$ cat src/hw/rtl/tcg_pkg.sv
`default_nettype none

package tcg_pkg;

    localparam int SAMPLES_DEF  = 7;
    localparam int TABLE_POINTS = 19;
    localparam int ADC_BITS     = 12;
    localparam int DEG_W        = 8;
    localparam int IDX_W        = $clog2(TABLE_POINTS);
    localparam int LVL_W        = 3;
    localparam int CMD_W        = 2;
    localparam int ZONE_W       = 2;

    localparam int PADDR_W   = 5;
    localparam int PDATA_W   = 32;
    localparam int REG_IDX_W = PADDR_W - 2;

    typedef logic        [ADC_BITS-1:0] t_adc;
    typedef logic signed [DEG_W-1:0]    t_deg;

    localparam t_adc TAB_ADC [TABLE_POINTS] = '{
        1856, 1799, 1730, 1649, 1556, 1454, 1343, 1227, 1109, 992,
        880, 773, 675, 586, 507, 436, 399, 343, 322
    };
    localparam t_deg TAB_DEG [TABLE_POINTS] = '{
        -20, -15, -10, -5, 0, 5, 10, 15, 20, 25,
        30, 35, 40, 45, 50, 55, 58, 63, 65
    };

    localparam logic [REG_IDX_W-1:0] REG_COLD_CUTOFF = 3'd0;
    localparam logic [REG_IDX_W-1:0] REG_COOL_LIMIT  = 3'd1;
    localparam logic [REG_IDX_W-1:0] REG_WARM_LIMIT  = 3'd2;
    localparam logic [REG_IDX_W-1:0] REG_HOT_CUTOFF  = 3'd3;
    localparam logic [REG_IDX_W-1:0] REG_CHARGE_RATE = 3'd4;

    localparam logic [DEG_W-1:0] RST_COLD_CUTOFF = 8'hFB;
    localparam logic [DEG_W-1:0] RST_COOL_LIMIT  = 8'd0;
    localparam logic [DEG_W-1:0] RST_WARM_LIMIT  = 8'd58;
    localparam logic [DEG_W-1:0] RST_HOT_CUTOFF  = 8'd63;
    localparam logic [CMD_W-1:0] RST_CHARGE_RATE = 2'd1;

    localparam logic [LVL_W-1:0] LVL_OK   = 3'd0;
    localparam logic [LVL_W-1:0] LVL_WARM = 3'd1;
    localparam logic [LVL_W-1:0] LVL_COOL = 3'd2;
    localparam logic [LVL_W-1:0] LVL_HOT  = 3'd3;
    localparam logic [LVL_W-1:0] LVL_COLD = 3'd4;

    localparam logic [ZONE_W-1:0] ZONE_OK   = 2'd0;
    localparam logic [ZONE_W-1:0] ZONE_COLD = 2'd1;
    localparam logic [ZONE_W-1:0] ZONE_HOT  = 2'd2;

    localparam logic [CMD_W-1:0] CMD_OFF  = 2'd0;
    localparam logic [CMD_W-1:0] RATE_MAX = 2'd2;

    typedef struct packed {
        logic [DEG_W-1:0] cold_cutoff;
        logic [DEG_W-1:0] cool_limit;
        logic [DEG_W-1:0] warm_limit;
        logic [DEG_W-1:0] hot_cutoff;
        logic [CMD_W-1:0] charge_rate;
    } t_cfg;

    typedef struct packed {
        logic accept;
        logic take_avg;
        logic search;
        logic mul_lo;
        logic mul_hi;
        logic load_deg;
        logic take_deg;
        logic publish;
    } t_cmd;

    typedef struct packed {
        logic last_sample;
        logic div_done;
        logic special;
        logic out_free;
    } t_status;

endpackage

`default_nettype wire

$ cat src/hw/rtl/tcg_regs.sv
`default_nettype none

module tcg_regs import tcg_pkg::*; (
    input  wire logic               i_clk,
    input  wire logic               i_rst_n,
    input  wire logic               psel,
    input  wire logic               penable,
    input  wire logic               pwrite,
    input  wire logic [PADDR_W-1:0] paddr,
    input  wire logic [PDATA_W-1:0] pwdata,
    output logic      [PDATA_W-1:0] prdata,
    output logic                    pready,
    output t_cfg                    o_cfg
);

    logic [DEG_W-1:0]     r_cold_cutoff;
    logic [DEG_W-1:0]     r_cool_limit;
    logic [DEG_W-1:0]     r_warm_limit;
    logic [DEG_W-1:0]     r_hot_cutoff;
    logic [CMD_W-1:0]     r_charge_rate;
    logic [REG_IDX_W-1:0] reg_idx;
    logic                 wr_en;

    assign reg_idx = paddr[PADDR_W-1:2];
    assign wr_en   = psel & penable & pwrite;
    assign pready  = 1'b1;

    always_ff @(posedge i_clk) begin
        if (!i_rst_n) begin
            r_cold_cutoff <= RST_COLD_CUTOFF;
            r_cool_limit  <= RST_COOL_LIMIT;
            r_warm_limit  <= RST_WARM_LIMIT;
            r_hot_cutoff  <= RST_HOT_CUTOFF;
            r_charge_rate <= RST_CHARGE_RATE;
        end else if (wr_en) begin
            unique case (reg_idx)
                REG_COLD_CUTOFF: r_cold_cutoff <= pwdata[DEG_W-1:0];
                REG_COOL_LIMIT:  r_cool_limit  <= pwdata[DEG_W-1:0];
                REG_WARM_LIMIT:  r_warm_limit  <= pwdata[DEG_W-1:0];
                REG_HOT_CUTOFF:  r_hot_cutoff  <= pwdata[DEG_W-1:0];
                REG_CHARGE_RATE: r_charge_rate <= pwdata[CMD_W-1:0];
                default: ;
            endcase
        end
    end

    always_comb begin
        unique case (reg_idx)
            REG_COLD_CUTOFF: prdata = PDATA_W'(r_cold_cutoff);
            REG_COOL_LIMIT:  prdata = PDATA_W'(r_cool_limit);
            REG_WARM_LIMIT:  prdata = PDATA_W'(r_warm_limit);
            REG_HOT_CUTOFF:  prdata = PDATA_W'(r_hot_cutoff);
            REG_CHARGE_RATE: prdata = PDATA_W'(r_charge_rate);
            default:         prdata = '0;
        endcase
    end

    assign o_cfg.cold_cutoff = r_cold_cutoff;
    assign o_cfg.cool_limit  = r_cool_limit;
    assign o_cfg.warm_limit  = r_warm_limit;
    assign o_cfg.hot_cutoff  = r_hot_cutoff;
    assign o_cfg.charge_rate = r_charge_rate;

endmodule

`default_nettype wire

$ cat src/hw/rtl/tcg_ctrl.sv
`default_nettype none

module tcg_ctrl import tcg_pkg::*; (
    input  wire logic    i_clk,
    input  wire logic    i_rst_n,
    input  wire logic    i_sample_valid,
    output logic         o_sample_stall,
    input  wire t_status i_status,
    output t_cmd         o_cmd
);

    localparam logic [2:0] S_IDLE     = 3'd0;
    localparam logic [2:0] S_MEAN     = 3'd1;
    localparam logic [2:0] S_SEARCH   = 3'd2;
    localparam logic [2:0] S_MUL_LO   = 3'd3;
    localparam logic [2:0] S_MUL_HI   = 3'd4;
    localparam logic [2:0] S_DIV_LOAD = 3'd5;
    localparam logic [2:0] S_DIV_DEG  = 3'd6;
    localparam logic [2:0] S_CLASSIFY = 3'd7;

    logic [2:0] r_state;
    logic [2:0] n_state;

    always_ff @(posedge i_clk) begin
        if (!i_rst_n) begin
            r_state <= S_IDLE;
        end else begin
            r_state <= n_state;
        end
    end

    always_comb begin
        n_state = r_state;
        o_cmd   = '0;
        unique case (r_state)
            S_IDLE: begin
                o_cmd.accept = i_sample_valid;
                if (i_sample_valid && i_status.last_sample) begin
                    n_state = S_MEAN;
                end
            end
            S_MEAN: begin
                o_cmd.take_avg = 1'b1;
                n_state        = S_SEARCH;
            end
            S_SEARCH: begin
                o_cmd.search = 1'b1;
                n_state      = i_status.special ? S_CLASSIFY : S_MUL_LO;
            end
            S_MUL_LO: begin
                o_cmd.mul_lo = 1'b1;
                n_state      = S_MUL_HI;
            end
            S_MUL_HI: begin
                o_cmd.mul_hi = 1'b1;
                n_state      = S_DIV_LOAD;
            end
            S_DIV_LOAD: begin
                o_cmd.load_deg = 1'b1;
                n_state        = S_DIV_DEG;
            end
            S_DIV_DEG: begin
                if (i_status.div_done) begin
                    o_cmd.take_deg = 1'b1;
                    n_state        = S_CLASSIFY;
                end
            end
            S_CLASSIFY: begin
                if (i_status.out_free) begin
                    o_cmd.publish = 1'b1;
                    n_state       = S_IDLE;
                end
            end
            default: n_state = S_IDLE;
        endcase
    end

    assign o_sample_stall = (r_state != S_IDLE);

endmodule

`default_nettype wire

$ cat src/hw/rtl/tcg_div.sv
`default_nettype none

module tcg_div #(
    parameter int DVD_W = 15,
    parameter int DVS_W = 12
) (
    input  wire logic             i_clk,
    input  wire logic             i_rst_n,
    input  wire logic             i_load,
    input  wire logic [DVD_W-1:0] i_dividend,
    input  wire logic [DVS_W-1:0] i_divisor,
    output logic      [DVD_W-1:0] o_quotient,
    output logic                  o_done
);

    localparam int CNT_W = $clog2(DVD_W + 1);

    logic [CNT_W-1:0] r_cnt;
    logic [DVD_W-1:0] r_quo;
    logic [DVS_W-1:0] r_rem;
    logic [DVS_W-1:0] r_dvs;
    logic [DVS_W:0]   trial;
    logic [DVS_W:0]   diff;
    logic             fits;

    assign trial = {r_rem, r_quo[DVD_W-1]};
    assign diff  = trial - {1'b0, r_dvs};
    assign fits  = (trial >= {1'b0, r_dvs});

    always_ff @(posedge i_clk) begin
        if (!i_rst_n) begin
            r_cnt <= '0;
        end else if (i_load) begin
            r_cnt <= CNT_W'(DVD_W);
        end else if (r_cnt != '0) begin
            r_cnt <= r_cnt - 1'b1;
        end
    end

    always_ff @(posedge i_clk) begin
        if (i_load) begin
            r_quo <= i_dividend;
            r_rem <= '0;
            r_dvs <= i_divisor;
        end else if (r_cnt != '0) begin
            r_rem <= fits ? diff[DVS_W-1:0] : trial[DVS_W-1:0];
            r_quo <= {r_quo[DVD_W-2:0], fits};
        end
    end

    assign o_quotient = r_quo;
    assign o_done     = (r_cnt == '0);

endmodule

`default_nettype wire

$ cat src/hw/rtl/tcg_dp.sv
`default_nettype none

module tcg_dp import tcg_pkg::*; #(
    parameter int SAMPLES = SAMPLES_DEF
) (
    input  wire logic                i_clk,
    input  wire logic                i_rst_n,
    input  wire t_cmd                i_cmd,
    output t_status                  o_status,
    input  wire t_cfg                i_cfg,
    input  wire logic [ADC_BITS-1:0] i_sample,
    input  wire logic                i_result_stall,
    output logic                     o_result_valid,
    output logic      [ADC_BITS-1:0] o_average_adc,
    output logic signed [DEG_W-1:0]  o_temperature,
    output logic      [LVL_W-1:0]    o_level,
    output logic      [CMD_W-1:0]    o_charge_command
);

    localparam int CNT_W = $clog2(SAMPLES);
    localparam int SUM_W = ADC_BITS + $clog2(SAMPLES);
    localparam int ACC_W = ADC_BITS + DEG_W + 2;

    // The trimmed mean is a multiply by a rounded-up reciprocal, exact for every SUM_W-bit sum.
    localparam int AVG_DIV = SAMPLES - 2;
    localparam int AVG_SH  = SUM_W + $clog2(AVG_DIV);
    localparam int RCP_W   = AVG_SH + 1;
    localparam int PRD_W   = SUM_W + RCP_W;
    localparam logic [RCP_W-1:0] AVG_RCP = RCP_W'(((1 << AVG_SH) + AVG_DIV - 1) / AVG_DIV);

    logic [CNT_W-1:0]        r_count;
    logic [SUM_W-1:0]        r_sum;
    logic [ADC_BITS-1:0]     r_min;
    logic [ADC_BITS-1:0]     r_max;
    logic [ZONE_W-1:0]       r_zone;
    logic [SUM_W-1:0]        r_trim;
    logic [ADC_BITS-1:0]     r_avg;
    logic [IDX_W-1:0]        r_idx;
    logic signed [DEG_W-1:0] r_deg;
    logic signed [ACC_W-1:0] r_acc;
    logic                    r_neg;
    logic                    r_out_valid;
    logic [ADC_BITS-1:0]     r_out_avg;
    logic signed [DEG_W-1:0] r_out_deg;
    logic [LVL_W-1:0]        r_out_level;
    logic [CMD_W-1:0]        r_out_cmd;

    logic [ADC_BITS-1:0]     min_n;
    logic [ADC_BITS-1:0]     max_n;
    logic [SUM_W-1:0]        sum_n;
    logic [SUM_W-1:0]        trimmed;
    logic                    last_sample;
    logic [PRD_W-1:0]        avg_prod;

    logic                    found;
    logic [IDX_W-1:0]        hit;
    logic                    special;
    logic signed [DEG_W-1:0] special_deg;

    logic [IDX_W-1:0]        idx_hi;
    logic signed [DEG_W-1:0] mul_deg;
    logic [ADC_BITS-1:0]     mul_dist;
    logic signed [ACC_W-1:0] prod;
    logic [ACC_W-1:0]        abs_acc;

    logic                    div_load;
    logic [SUM_W-1:0]        div_dividend;
    logic [ADC_BITS-1:0]     div_divisor;
    logic [SUM_W-1:0]        div_quotient;
    logic                    div_done;
    logic [DEG_W-1:0]        quo_deg;

    logic [LVL_W-1:0]        level;
    logic [CMD_W-1:0]        on_cmd;
    logic [CMD_W-1:0]        cmd;
    logic [ZONE_W-1:0]       zone_n;

    assign min_n       = (i_sample < r_min) ? i_sample : r_min;
    assign max_n       = (i_sample > r_max) ? i_sample : r_max;
    assign sum_n       = r_sum + SUM_W'(i_sample);
    assign trimmed     = sum_n - SUM_W'(min_n) - SUM_W'(max_n);
    assign last_sample = (r_count == CNT_W'(SAMPLES - 1));
    assign avg_prod    = PRD_W'(r_trim) * PRD_W'(AVG_RCP);

    always_ff @(posedge i_clk) begin
        if (!i_rst_n) begin
            r_count <= '0;
            r_sum   <= '0;
            r_min   <= '1;
            r_max   <= '0;
        end else if (i_cmd.accept) begin
            if (last_sample) begin
                r_count <= '0;
                r_sum   <= '0;
                r_min   <= '1;
                r_max   <= '0;
            end else begin
                r_count <= r_count + 1'b1;
                r_sum   <= sum_n;
                r_min   <= min_n;
                r_max   <= max_n;
            end
        end
    end

    // The table falls strictly, so the first entry at or below the mean is its lower neighbor.
    always_comb begin
        found = 1'b0;
        hit   = '0;
        for (int i = 0; i < TABLE_POINTS; i++) begin
            if (!found && (TAB_ADC[i] <= r_avg)) begin
                found = 1'b1;
                hit   = IDX_W'(i);
            end
        end
    end

    assign special     = !found || (hit == '0) || (TAB_ADC[hit] == r_avg);
    assign special_deg = found ? TAB_DEG[hit] : TAB_DEG[TABLE_POINTS-1];

    assign idx_hi   = r_idx - 1'b1;
    assign mul_deg  = i_cmd.mul_lo ? TAB_DEG[r_idx] : TAB_DEG[idx_hi];
    assign mul_dist = i_cmd.mul_lo ? (TAB_ADC[idx_hi] - r_avg) : (r_avg - TAB_ADC[r_idx]);
    assign prod     = ACC_W'(mul_deg) * ACC_W'($signed({1'b0, mul_dist}));
    assign abs_acc  = r_acc[ACC_W-1] ? ACC_W'(-r_acc) : ACC_W'(r_acc);

    assign div_load     = i_cmd.load_deg;
    assign div_dividend = abs_acc[SUM_W-1:0];
    assign div_divisor  = TAB_ADC[idx_hi] - TAB_ADC[r_idx];
    assign quo_deg      = div_quotient[DEG_W-1:0];

    tcg_div #(
        .DVD_W (SUM_W),
        .DVS_W (ADC_BITS)
    ) u_div (
        .i_clk      (i_clk),
        .i_rst_n    (i_rst_n),
        .i_load     (div_load),
        .i_dividend (div_dividend),
        .i_divisor  (div_divisor),
        .o_quotient (div_quotient),
        .o_done     (div_done)
    );

    always_ff @(posedge i_clk) begin
        if (i_cmd.accept && last_sample) begin
            r_trim <= trimmed;
        end
        if (i_cmd.take_avg) begin
            r_avg <= avg_prod[AVG_SH +: ADC_BITS];
        end
        if (i_cmd.search) begin
            r_idx <= hit;
            r_deg <= special_deg;
        end else if (i_cmd.take_deg) begin
            r_deg <= r_neg ? -$signed(quo_deg) : $signed(quo_deg);
        end
        if (i_cmd.mul_lo) begin
            r_acc <= prod;
        end else if (i_cmd.mul_hi) begin
            r_acc <= r_acc + prod;
        end
        if (i_cmd.load_deg) begin
            r_neg <= r_acc[ACC_W-1];
        end
    end

    always_comb begin
        if (r_deg < $signed(i_cfg.cold_cutoff)) begin
            level = LVL_COLD;
        end else if (r_deg < $signed(i_cfg.cool_limit)) begin
            level = LVL_COOL;
        end else if (r_deg > $signed(i_cfg.hot_cutoff)) begin
            level = LVL_HOT;
        end else if (r_deg > $signed(i_cfg.warm_limit)) begin
            level = LVL_WARM;
        end else begin
            level = LVL_OK;
        end
    end

    assign on_cmd = (i_cfg.charge_rate <= RATE_MAX) ? i_cfg.charge_rate : CMD_OFF;

    always_comb begin
        cmd    = on_cmd;
        zone_n = ZONE_OK;
        case (level)
            LVL_COLD: begin
                cmd    = CMD_OFF;
                zone_n = ZONE_COLD;
            end
            LVL_HOT: begin
                cmd    = CMD_OFF;
                zone_n = ZONE_HOT;
            end
            LVL_COOL: begin
                if (r_zone == ZONE_COLD) begin
                    cmd    = CMD_OFF;
                    zone_n = ZONE_COLD;
                end
            end
            LVL_WARM: begin
                if (r_zone == ZONE_HOT) begin
                    cmd    = CMD_OFF;
                    zone_n = ZONE_HOT;
                end
            end
            default: ;
        endcase
    end

    always_ff @(posedge i_clk) begin
        if (!i_rst_n) begin
            r_zone      <= ZONE_OK;
            r_out_valid <= 1'b0;
        end else if (i_cmd.publish) begin
            r_zone      <= zone_n;
            r_out_valid <= 1'b1;
        end else if (!i_result_stall) begin
            r_out_valid <= 1'b0;
        end
    end

    always_ff @(posedge i_clk) begin
        if (i_cmd.publish) begin
            r_out_avg   <= r_avg;
            r_out_deg   <= r_deg;
            r_out_level <= level;
            r_out_cmd   <= cmd;
        end
    end

    assign o_status.last_sample = last_sample;
    assign o_status.div_done    = div_done;
    assign o_status.special     = special;
    assign o_status.out_free    = !r_out_valid || !i_result_stall;

    assign o_result_valid   = r_out_valid;
    assign o_average_adc    = r_out_avg;
    assign o_temperature    = r_out_deg;
    assign o_level          = r_out_level;
    assign o_charge_command = r_out_cmd;

endmodule

`default_nettype wire

$ cat src/hw/rtl/thermistor_charge_guard_core.sv
// Channel   Direction  Handshake                          Payload
// sample    in         i_sample_valid / o_sample_stall    i_sample
// result    out        o_result_valid / i_result_stall    o_average_adc, o_temperature,
//                                                         o_level, o_charge_command
// config    in         APB write/read                     pwdata / prdata
//
// A sample that does not close a group is taken without a stall.
// The closing sample stalls the input while the mean, the table search and the interpolation
// run, the last with a one-bit-per-cycle divider; the mean is one multiply.
// Means at a table point or outside the table skip the interpolation.
// The reset is synchronous and active low; it clears the group and the latch.
// A stalled result is held in the output register while further samples of the next group
// are taken; after the closing sample the input stays stalled until that result is transferred.
`default_nettype none

module thermistor_charge_guard_core import tcg_pkg::*; #(
    parameter int SAMPLES = SAMPLES_DEF
) (
    input  wire logic                i_clk,
    input  wire logic                i_rst_n,
    input  wire logic                i_sample_valid,
    output logic                     o_sample_stall,
    input  wire logic [ADC_BITS-1:0] i_sample,
    output logic                     o_result_valid,
    input  wire logic                i_result_stall,
    output logic      [ADC_BITS-1:0] o_average_adc,
    output logic signed [DEG_W-1:0]  o_temperature,
    output logic      [LVL_W-1:0]    o_level,
    output logic      [CMD_W-1:0]    o_charge_command,
    input  wire logic                psel,
    input  wire logic                penable,
    input  wire logic                pwrite,
    input  wire logic [PADDR_W-1:0]  paddr,
    input  wire logic [PDATA_W-1:0]  pwdata,
    output logic      [PDATA_W-1:0]  prdata,
    output logic                     pready
);

    t_cfg    cfg;
    t_cmd    cmd;
    t_status status;

    tcg_regs u_regs (
        .i_clk   (i_clk),
        .i_rst_n (i_rst_n),
        .psel    (psel),
        .penable (penable),
        .pwrite  (pwrite),
        .paddr   (paddr),
        .pwdata  (pwdata),
        .prdata  (prdata),
        .pready  (pready),
        .o_cfg   (cfg)
    );

    tcg_ctrl u_ctrl (
        .i_clk          (i_clk),
        .i_rst_n        (i_rst_n),
        .i_sample_valid (i_sample_valid),
        .o_sample_stall (o_sample_stall),
        .i_status       (status),
        .o_cmd          (cmd)
    );

    tcg_dp #(
        .SAMPLES (SAMPLES)
    ) u_dp (
        .i_clk            (i_clk),
        .i_rst_n          (i_rst_n),
        .i_cmd            (cmd),
        .o_status         (status),
        .i_cfg            (cfg),
        .i_sample         (i_sample),
        .i_result_stall   (i_result_stall),
        .o_result_valid   (o_result_valid),
        .o_average_adc    (o_average_adc),
        .o_temperature    (o_temperature),
        .o_level          (o_level),
        .o_charge_command (o_charge_command)
    );

endmodule

`default_nettype wire

$ cat config.mk
export PLATFORM = sky130hd
export DESIGN_NAME = thermistor_charge_guard_core
export DESIGN_NICKNAME = d
export VERILOG_FILES = /design/src/hw/rtl/tcg_pkg.sv /design/src/hw/rtl/tcg_regs.sv /design/src/hw/rtl/tcg_ctrl.sv /design/src/hw/rtl/tcg_div.sv /design/src/hw/rtl/tcg_dp.sv /design/src/hw/rtl/thermistor_charge_guard_core.sv
export SDC_FILE = /design/constraint.sdc
export NUM_CORES = 1
export LEC_CHECK = 0
export ABC_AREA = 1
export BUFFER_PORTS_ARGS = -buffer_cell sky130_fd_sc_hd__buf_2
export CAP_MARGIN = 40
export CORE_MARGIN = 4
export CORE_UTILIZATION = 44
export CTS_BUF_LIST = sky130_fd_sc_hd__clkbuf_4
export CTS_CLUSTER_SIZE = 16
export DETAILED_ROUTE_END_ITERATION = 12
export PLACE_DENSITY_LB_ADDON = 0.3
export REMOVE_ABC_BUFFERS = 1
export SETUP_SLACK_MARGIN = 0.2
export SLEW_MARGIN = 20
export SYNTH_ARGS = -nofsm -noshare
export SYNTH_HDL_FRONTEND = slang
export SYNTH_SLANG_ARGS = --single-unit
export TNS_END_PERCENT = 1
$ cat constraint.sdc
create_clock -name i_clk -period 8.7 [get_ports i_clk]
set_input_delay 0.435 -clock i_clk [delete_from_list [all_inputs] [get_ports i_clk]]
set_output_delay 0.435 -clock i_clk [all_outputs]
set_load 0.05 [all_outputs]
* Yosys cells after proc, flatten, opt, wreduce, memory -nomap -nowiden
Memory sizes are Yosys's and may differ from the RTL's.
Index checks and enable logic that the tools add are counted.
** Storage, ports and cells
- Input port bits :: 56
- Memory bits (read-only) :: 1920
- Output and inout bits :: 60
- Flip-flop bits (word level) :: 213
- Memories kept :: 6
- Logic and storage cells :: 263
** Cells by class
- Equality and inequality tests :: 23
- Muxes and demuxes :: 98
- Bitwise operators :: 5
- Multipliers :: 2
- Order comparisons :: 30
- Reductions and logical operators :: 60
- $add $sub $neg :: 13
** Memory list
- (name not given) :: depth 32, width 12, rd ports 1, clocked after Yosys merged registers in 0, write ports 0, RTL line tcg_dp.sv:123 : assign mul_dist = i_cmd.mul_lo ? (TAB_ADC[idx_hi] - r_avg) : (r_avg - TAB_ADC[r_idx]);
- (name not given) :: depth 32, width 12, rd ports 1, clocked after Yosys merged registers in 0, write ports 0, RTL line tcg_dp.sv:118 : assign special = !found || (hit == '0) || (TAB_ADC[hit] == r_avg);
- (name not given) :: depth 32, width 12, rd ports 1, clocked after Yosys merged registers in 0, write ports 0, RTL line tcg_dp.sv:123
- (name not given) :: depth 32, width 8, rd ports 1, clocked after Yosys merged registers in 0, write ports 0, RTL line tcg_dp.sv:119 : assign special_deg = found ? TAB_DEG[hit] : TAB_DEG[TABLE_POINTS-1];
- (name not given) :: depth 32, width 8, rd ports 1, clocked after Yosys merged registers in 0, write ports 0, RTL line tcg_dp.sv:122 : assign mul_deg = i_cmd.mul_lo ? TAB_DEG[r_idx] : TAB_DEG[idx_hi];
- (name not given) :: depth 32, width 8, rd ports 1, clocked after Yosys merged registers in 0, write ports 0, RTL line tcg_dp.sv:122
** Operators by type and width (count)
- $mux 12 :: 12
- $le 11x12->1 const A :: 9
- $mux 8 :: 11
- $le 10x12->1 const A :: 5
- $le 9x12->1 const A :: 5
- $mux 15 :: 4
- $sub 12x12->12 :: 4
- $mux 22 :: 2
- $mux 4 :: 10
- $pmux 8 s5 :: 1
- $mux 3 :: 12
- $mux 1 :: 34
- $mul 15x16->30 const B :: 1
- $sub 15x12->15 :: 2
- $pmux 3 s8 :: 1
- $add 22x21->22 :: 1
- $eq 3x3->1 const B :: 7
- $logic_not 1->1 :: 21
- $mul 8x13->21 :: 1
- $logic_and 1x1->1 :: 20
- $eq 3x2->1 const B :: 6
- $ge 6x6->1 const B :: 3
- $not 5->6 :: 3
- $gt 8x8->1 :: 2
- other kinds (32) :: 54

* Longest topological paths before layout
- Word-level depth :: 64
- Depth in mapped cells :: 59
- Mapped depth without buffers :: 59

* By module
Synthesis repeated with hierarchy kept, for this count alone.
** Second synthesis, totals
- Cell total of the unflattened synthesis :: 3300
- Area total of the unflattened synthesis :: 24576.1 µm²
** By module, submodules not included
- tcg_dp :: seq. area each 3543.4 µm², times used 1, cells an instance 2615, area an instance 19688.9 µm²
- tcg_div :: seq. area each 1131.1 µm², times used 1, cells an instance 343, area an instance 2577.5 µm²
- tcg_regs :: seq. area each 680.7 µm², times used 1, cells an instance 289, area an instance 1953.1 µm²
- tcg_ctrl :: seq. area each 60.1 µm², times used 1, cells an instance 53, area an instance 356.6 µm²

* Worst setup path after synthesis
Ideal clock, no wire load.
- Kind :: reg-to-reg
- From :: register u_dp.r_idx[0]
- To :: register u_dp.r_acc[21], data pin
- Setup time :: 0.265 ns
- Cell stages (with the launch flop) :: 57
- Arrival time :: 9.066 ns
- Path buffers :: 0
- Data required time :: 8.435 ns
- Path slack :: -0.631 ns
- Clock period less this slack :: 9.331 ns
- Path through :: edfxtp_1 clkinv_1 ha_1 inv_1 ha_1 inv_1 nand2_1 nand2_1 nor2_1 o31ai_1 ha_1 nand2_1 nor2_1 a211oi_1 nor2_1 o21ai_0 nand2_1 inv_1 [21 not listed] nand2_1 nand2_1 a21oi_1 o21ai_0 nand2_1 nand2_1 a21oi_1 o21ai_0 a21oi_1 o21bai_1 xor2_1 inv_1 ha_1 a21oi_1 nand2_1 a21oi_1 o21ai_0 xor2_1
** On the way
- Cells in the longest elaborated chain, start to end :: 11
- Elaborated cells on any way between the ends :: 23
- Classes of those cells :: 4 x add/sub; 1 x mul; 12 x mux; 2 x bitwise; 4 x memory
** Ends and longest elaborated chain
- start: declaration :: RTL line tcg_dp.sv:38 : logic [IDX_W-1:0] r_idx;
- start signal: assignment :: RTL line tcg_dp.sv:153 : r_idx <= hit;
- $sub 5x1->5 :: RTL line tcg_dp.sv:121 : assign idx_hi = r_idx - 1'b1;
- $not 5->6 (not written as such) :: RTL line tcg_dp.sv:122, tcg_dp.sv:123
- $mem_v2 32x12
- $mux 12 (not written as such) (2 in series) :: RTL line tcg_dp.sv:123
- $sub 12x12->12 :: RTL line tcg_dp.sv:123
- $mux 12 :: RTL line tcg_dp.sv:123
- $mul 8x13->21 * :: RTL line tcg_dp.sv:124 : assign prod = ACC_W'(mul_deg) * ACC_W'($signed({1'b0, mul_dist}));
- $add 22x21->22 :: RTL line tcg_dp.sv:161 : r_acc <= r_acc + prod;
- $mux 22 :: RTL line tcg_dp.sv:160 : end else if (i_cmd.mul_hi) begin
- $mux 22 * :: RTL line tcg_dp.sv:158 : if (i_cmd.mul_lo) begin
- end signal: assignment :: RTL line tcg_dp.sv:159 : r_acc <= prod;
- end signal: assignment :: RTL line tcg_dp.sv:161
- end: declaration :: RTL line tcg_dp.sv:40 : logic signed [ACC_W-1:0] r_acc;
Mark *: on every way between the ends. The rest lies on a longest branch, timed or not. The select of a mux whose other input is x is not followed.
A chain may end at the register's enable or synchronous reset.

* Final worst setup path
- From :: register u_dp.r_idx[1]
- To :: register u_dp.u_div.r_dvs[10], data pin
** On the way
- Cells in the longest elaborated chain, start to end :: 6
- Elaborated cells on any way between the ends :: 10
- Classes of those cells :: 2 x add/sub; 4 x mux; 2 x bitwise; 2 x memory
** Ends and longest elaborated chain
- $sub 5x1->5 :: RTL line tcg_dp.sv:121
- $not 5->6 (not written as such) :: RTL line tcg_dp.sv:129 : assign div_divisor = TAB_ADC[idx_hi] - TAB_ADC[r_idx];
- $mem_v2 32x12
- $mux 12 (2 in series)
- $sub 12x12->12 * :: RTL line tcg_dp.sv:129
- net u_dp.div_divisor[10] :: RTL line tcg_dp.sv:68 : logic [ADC_BITS-1:0] div_divisor;
- end signal: assignment :: RTL line tcg_div.sv:44 : r_dvs <= i_divisor;
- end: declaration :: RTL line tcg_div.sv:21 : logic [DVS_W-1:0] r_dvs;
The timed path passes the listed nets; every way through them passes the cells marked *. The select of a mux whose other input is x is not followed.

==> results.yml <==
synthesis:
  synth_top_cells_by_area: "sky130_fd_sc_hd__ha_1, sky130_fd_sc_hd__edfxtp_1, sky130_fd_sc_hd__fa_1"
  ys_top_cells_by_count: "sky130_fd_sc_hd__nand2_1, sky130_fd_sc_hd__inv_1, sky130_fd_sc_hd__ha_1"
  yosys.cell_count.top_type: "sky130_fd_sc_hd__nand2_1"
  synth.yosys.seq_area_share: 0.2331
  synth_async_sr_flop_share: 0
  synth.ff_latch_count: 213
  post-synth-top-area-fraction: 0.1777
  synth_ff_type: "sky130_fd_sc_hd__edfxtp_1"
  yosys_warnings: 0
  syn_area_per_cell_sq_um: 7.701
  synth_cell_type_count: 62
  synthesis.instances: 3017
  post-synth-top-area-cell: "sky130_fd_sc_hd__ha_1"
  syn_area_sq_mm: 0.02323
  synth_enable_flop_cells: 115
floorplanning:
  fp.dieH_um: 237.8
  floorplan.die.width_um: 237.8
  start_util: 0.4483
  num_rows: 83
  io-pin-count: 116
  die_area_sq_mm: 0.05654
  floorplan.core_area_sq_mm: 0.05182
worst_setup_path:
  cp.arrival_ns: 9.43
  crit_path_end_kind: "flop"
  timing_worst_setup_path_type: "flop to flop"
  critical-path-slowest-cell: "sky130_fd_sc_hd__edfxtp_1"
  worst_ep_required_time_ns: 9.20
  critPathMostFrequentCell: "sky130_fd_sc_hd__buf_4"
  startpoint_type: "flop"
  maximum_fanout_count_along_the_critical_path: 5
  cpPeakStageDelay_ns: 0.42
detailed_routing:
  first_pass_iters: 5
  drc: 0
  viasPerCell: 5.102
  dr_total_vias: 20970
  detail_route.wirelength_mm: 63.14
  drt-initial-drc-count: 1254
  antenna_left: 0
  routed_wl_per_cell_um: 15.37
timing:
  highest_attainable_clock_frequency_ghz: 0.1120
  final-max-slew-violation-count: 0
  final.setup_skew_ns: 0.05082
  post-route-worst-setup-slack_ns: -0.2304
  maxSlewHeadroom: 0.3967
  worstMarginPinSlew_ns: 0.8954
  hold_violations: 0
  timing.final.setup_violations: 3
  period_needed_ns: 8.930
  fin_crit_sh: 1.026
  rsz_0062_raised_after_global_routing: "yes"
cts:
  clock-sinks: 213
  clock_tree_from_tritoncts: "yes"
  clk_path_buf_depth: 3
  clock_slew_at_the_register_clock_pins_of_the_worst_setup_and_hold_paths_ns: 0.06
  cts_inserted_buffers: 66
  cts_root_buf: "sky130_fd_sc_hd__clkbuf_4"
  insertion_delay_ns: 0.80
  clock_tree.htree_level_count: 3
global_route:
  groute.usage.overall: 0.2217
  first_global_vias: 20640
  grt_first_pass_wirelength_mm: 102.9
  antenna_found_initial: 2
  grt_start_max_net_pins: 42
  grt_overflow: 0
placement:
  gp_weighted_congestion: 0.9647
  port_buffers: 64
  placement.setup.worst_slack_ns: -0.5758
  hpwl_mm: 48.34
cells_and_area:
  register_area_sq_mm: 0.005415
  filler_cell_count: 4854
  multi_input_area_sq_mm: 0.01618
  drive_above_1_share: 0.1890
  nNetsFinal: 3904
  layout_area_growth_over_synthesis_pct: 20.16
run_status:
  violations: "setup timing"
  status: "finished with violations"
worst_hold_path:
  hp-class: "input port to flop"
run:
  cap_viol_max_count: 0
-- area by class of cell --
type	count	area share
clock inverters	19	0.004930
diodes	1	0.00008964
flip-flops and latches	213	0.1940
multi-input cells	2207	0.5796
well taps	680	0.03048
clock buffers	97	0.02608
repair buffers	357	0.09255
inverters	535	0.07234
-- what timing repair did --
| action | in CTS | in global routing |
|---|---|---|
| endpoints found under the hold margin | 35 | 0 |
| endpoints found under the setup margin | 8 | 19 |
| pin swaps | 39 | 91 |
| setup buffers | 61 | 20 |
| cloned | 0 | 0 |
| gates resized for setup | 69 | 120 |
| hold buffers | 11 | 0 |
-- registers in the layout, indices dropped and copies added (netlist names), 12 cells and up --
name	flops
u_dp.u_div.r_dvs	12
u_dp.r_max	12
u_dp.o_average_adc	12
u_dp.u_div.r_rem	12
u_dp.r_acc	22
u_dp.r_sum	15
u_dp.r_avg	12
u_dp.r_trim	15
u_dp.u_div.o_quotient	15
u_dp.r_min	12
-- layout by cell type, fill, tap and decap left out, types with 6 or more instances in the layout --
cell                              n
sky130_fd_sc_hd__buf_6            7
sky130_fd_sc_hd__nand2_2         26
sky130_fd_sc_hd__conb_1          25
sky130_fd_sc_hd__nor2_2          16
sky130_fd_sc_hd__clkbuf_4        98
sky130_fd_sc_hd__dlygate4sd3_1   11
sky130_fd_sc_hd__a21oi_1        176
sky130_fd_sc_hd__nor2_4           7
sky130_fd_sc_hd__a21o_1           7
sky130_fd_sc_hd__nor3_1          27
sky130_fd_sc_hd__buf_4          272
sky130_fd_sc_hd__o22ai_1         18
sky130_fd_sc_hd__o2111ai_1        6
sky130_fd_sc_hd__xor2_1          75
sky130_fd_sc_hd__o211ai_1        27
sky130_fd_sc_hd__o21ai_0        200
sky130_fd_sc_hd__inv_1          491
sky130_fd_sc_hd__o21bai_1        15
sky130_fd_sc_hd__nand4_1         29
sky130_fd_sc_hd__edfxtp_1       115
sky130_fd_sc_hd__nand2_1        546
sky130_fd_sc_hd__xor2_2           8
sky130_fd_sc_hd__nand3_1         86
sky130_fd_sc_hd__a31oi_1          8
sky130_fd_sc_hd__nor2_1         264
sky130_fd_sc_hd__buf_2           65
sky130_fd_sc_hd__clkinv_1        15
sky130_fd_sc_hd__ha_4            21
sky130_fd_sc_hd__xnor2_1         24
sky130_fd_sc_hd__fa_1           135
sky130_fd_sc_hd__o21ai_1         23
sky130_fd_sc_hd__a211oi_1        14
sky130_fd_sc_hd__a21oi_2         23
sky130_fd_sc_hd__inv_2           37
sky130_fd_sc_hd__ha_1           307
sky130_fd_sc_hd__dfxtp_1         98
sky130_fd_sc_hd__o21ai_2         13
-- logic make-up after synthesis --
family / share of synthesized area
simple gates: 0.1856
buf+inv: 0.1055
compound gates: 0.1378
fa+ha+maj: 0.2966
flops: 0.2331
xor+xnor: 0.04109
other cells: 0.0003232
-- worst max-delay path, delay by kind of cell, from the launching register on --
| family | cells | cell delay, ns |
|---|---|---|
| flops | 1 | 0.42 |
| fa+ha+maj | 4 | 1.02 |
| xor+xnor | 1 | 0.09 |
| simple gates | 5 | 0.52 |
| compound gates | 6 | 0.70 |
| buf+inv | 49 | 5.91 |
-- final timing paths --
check / startpoint / endpoint / slack, ns / cells past startpoint
worst min register to register: u_dp.u_div.r_rem[11] / u_dp.u_div.r_rem[11] / 0.46 / 2
worst max-delay path: u_dp.r_idx[1] / u_dp.u_div.r_dvs[10] / -0.23 / 65
worst max register to register: u_dp.r_idx[1] / u_dp.u_div.r_dvs[10] / -0.23 / 65
worst min-delay path: paddr[2] / u_regs.r_charge_rate[0] / 0.10 / 5
-- stage by stage --
| step | TNS [ns] | area (sq um) | std cells | hold slack, ns | util |
|---|---|---|---|---|---|
| finish | -0.3299 | 27920 | 4109 | 0.1048 | 0.5387 |
| global route | -3.702 | 27920 | 4109 | 0.1042 | 0.5387 |
| floorplan | -3.073 | 22880 | 2955 | 0.4264 | - |
| global placement | -1.405 | 25530 | 3894 | 0.4541 | 0.4927 |
| CTS | 0 | 27230 | 4086 | 0.01792 | 0.5255 |
| detailed placement | -2.594 | 25560 | 3898 | 0.4516 | 0.4932 |
-- routing by layer --
metal | share of wire | GRT usage | vias to the layer above
li1 | - | - | 10590
met2 | 0.47 | 0.3702 | 539
met4 | 0.036 | 0.08829 | 2
met5 | 0.00011 | 0 | -
met1 | 0.44 | 0.2867 | 9676
met3 | 0.053 | 0.03806 | 158
Power is left out: the tool's default activity adds up to more than one toggle a clock period on the data nets, which glitch-free logic cannot reach.
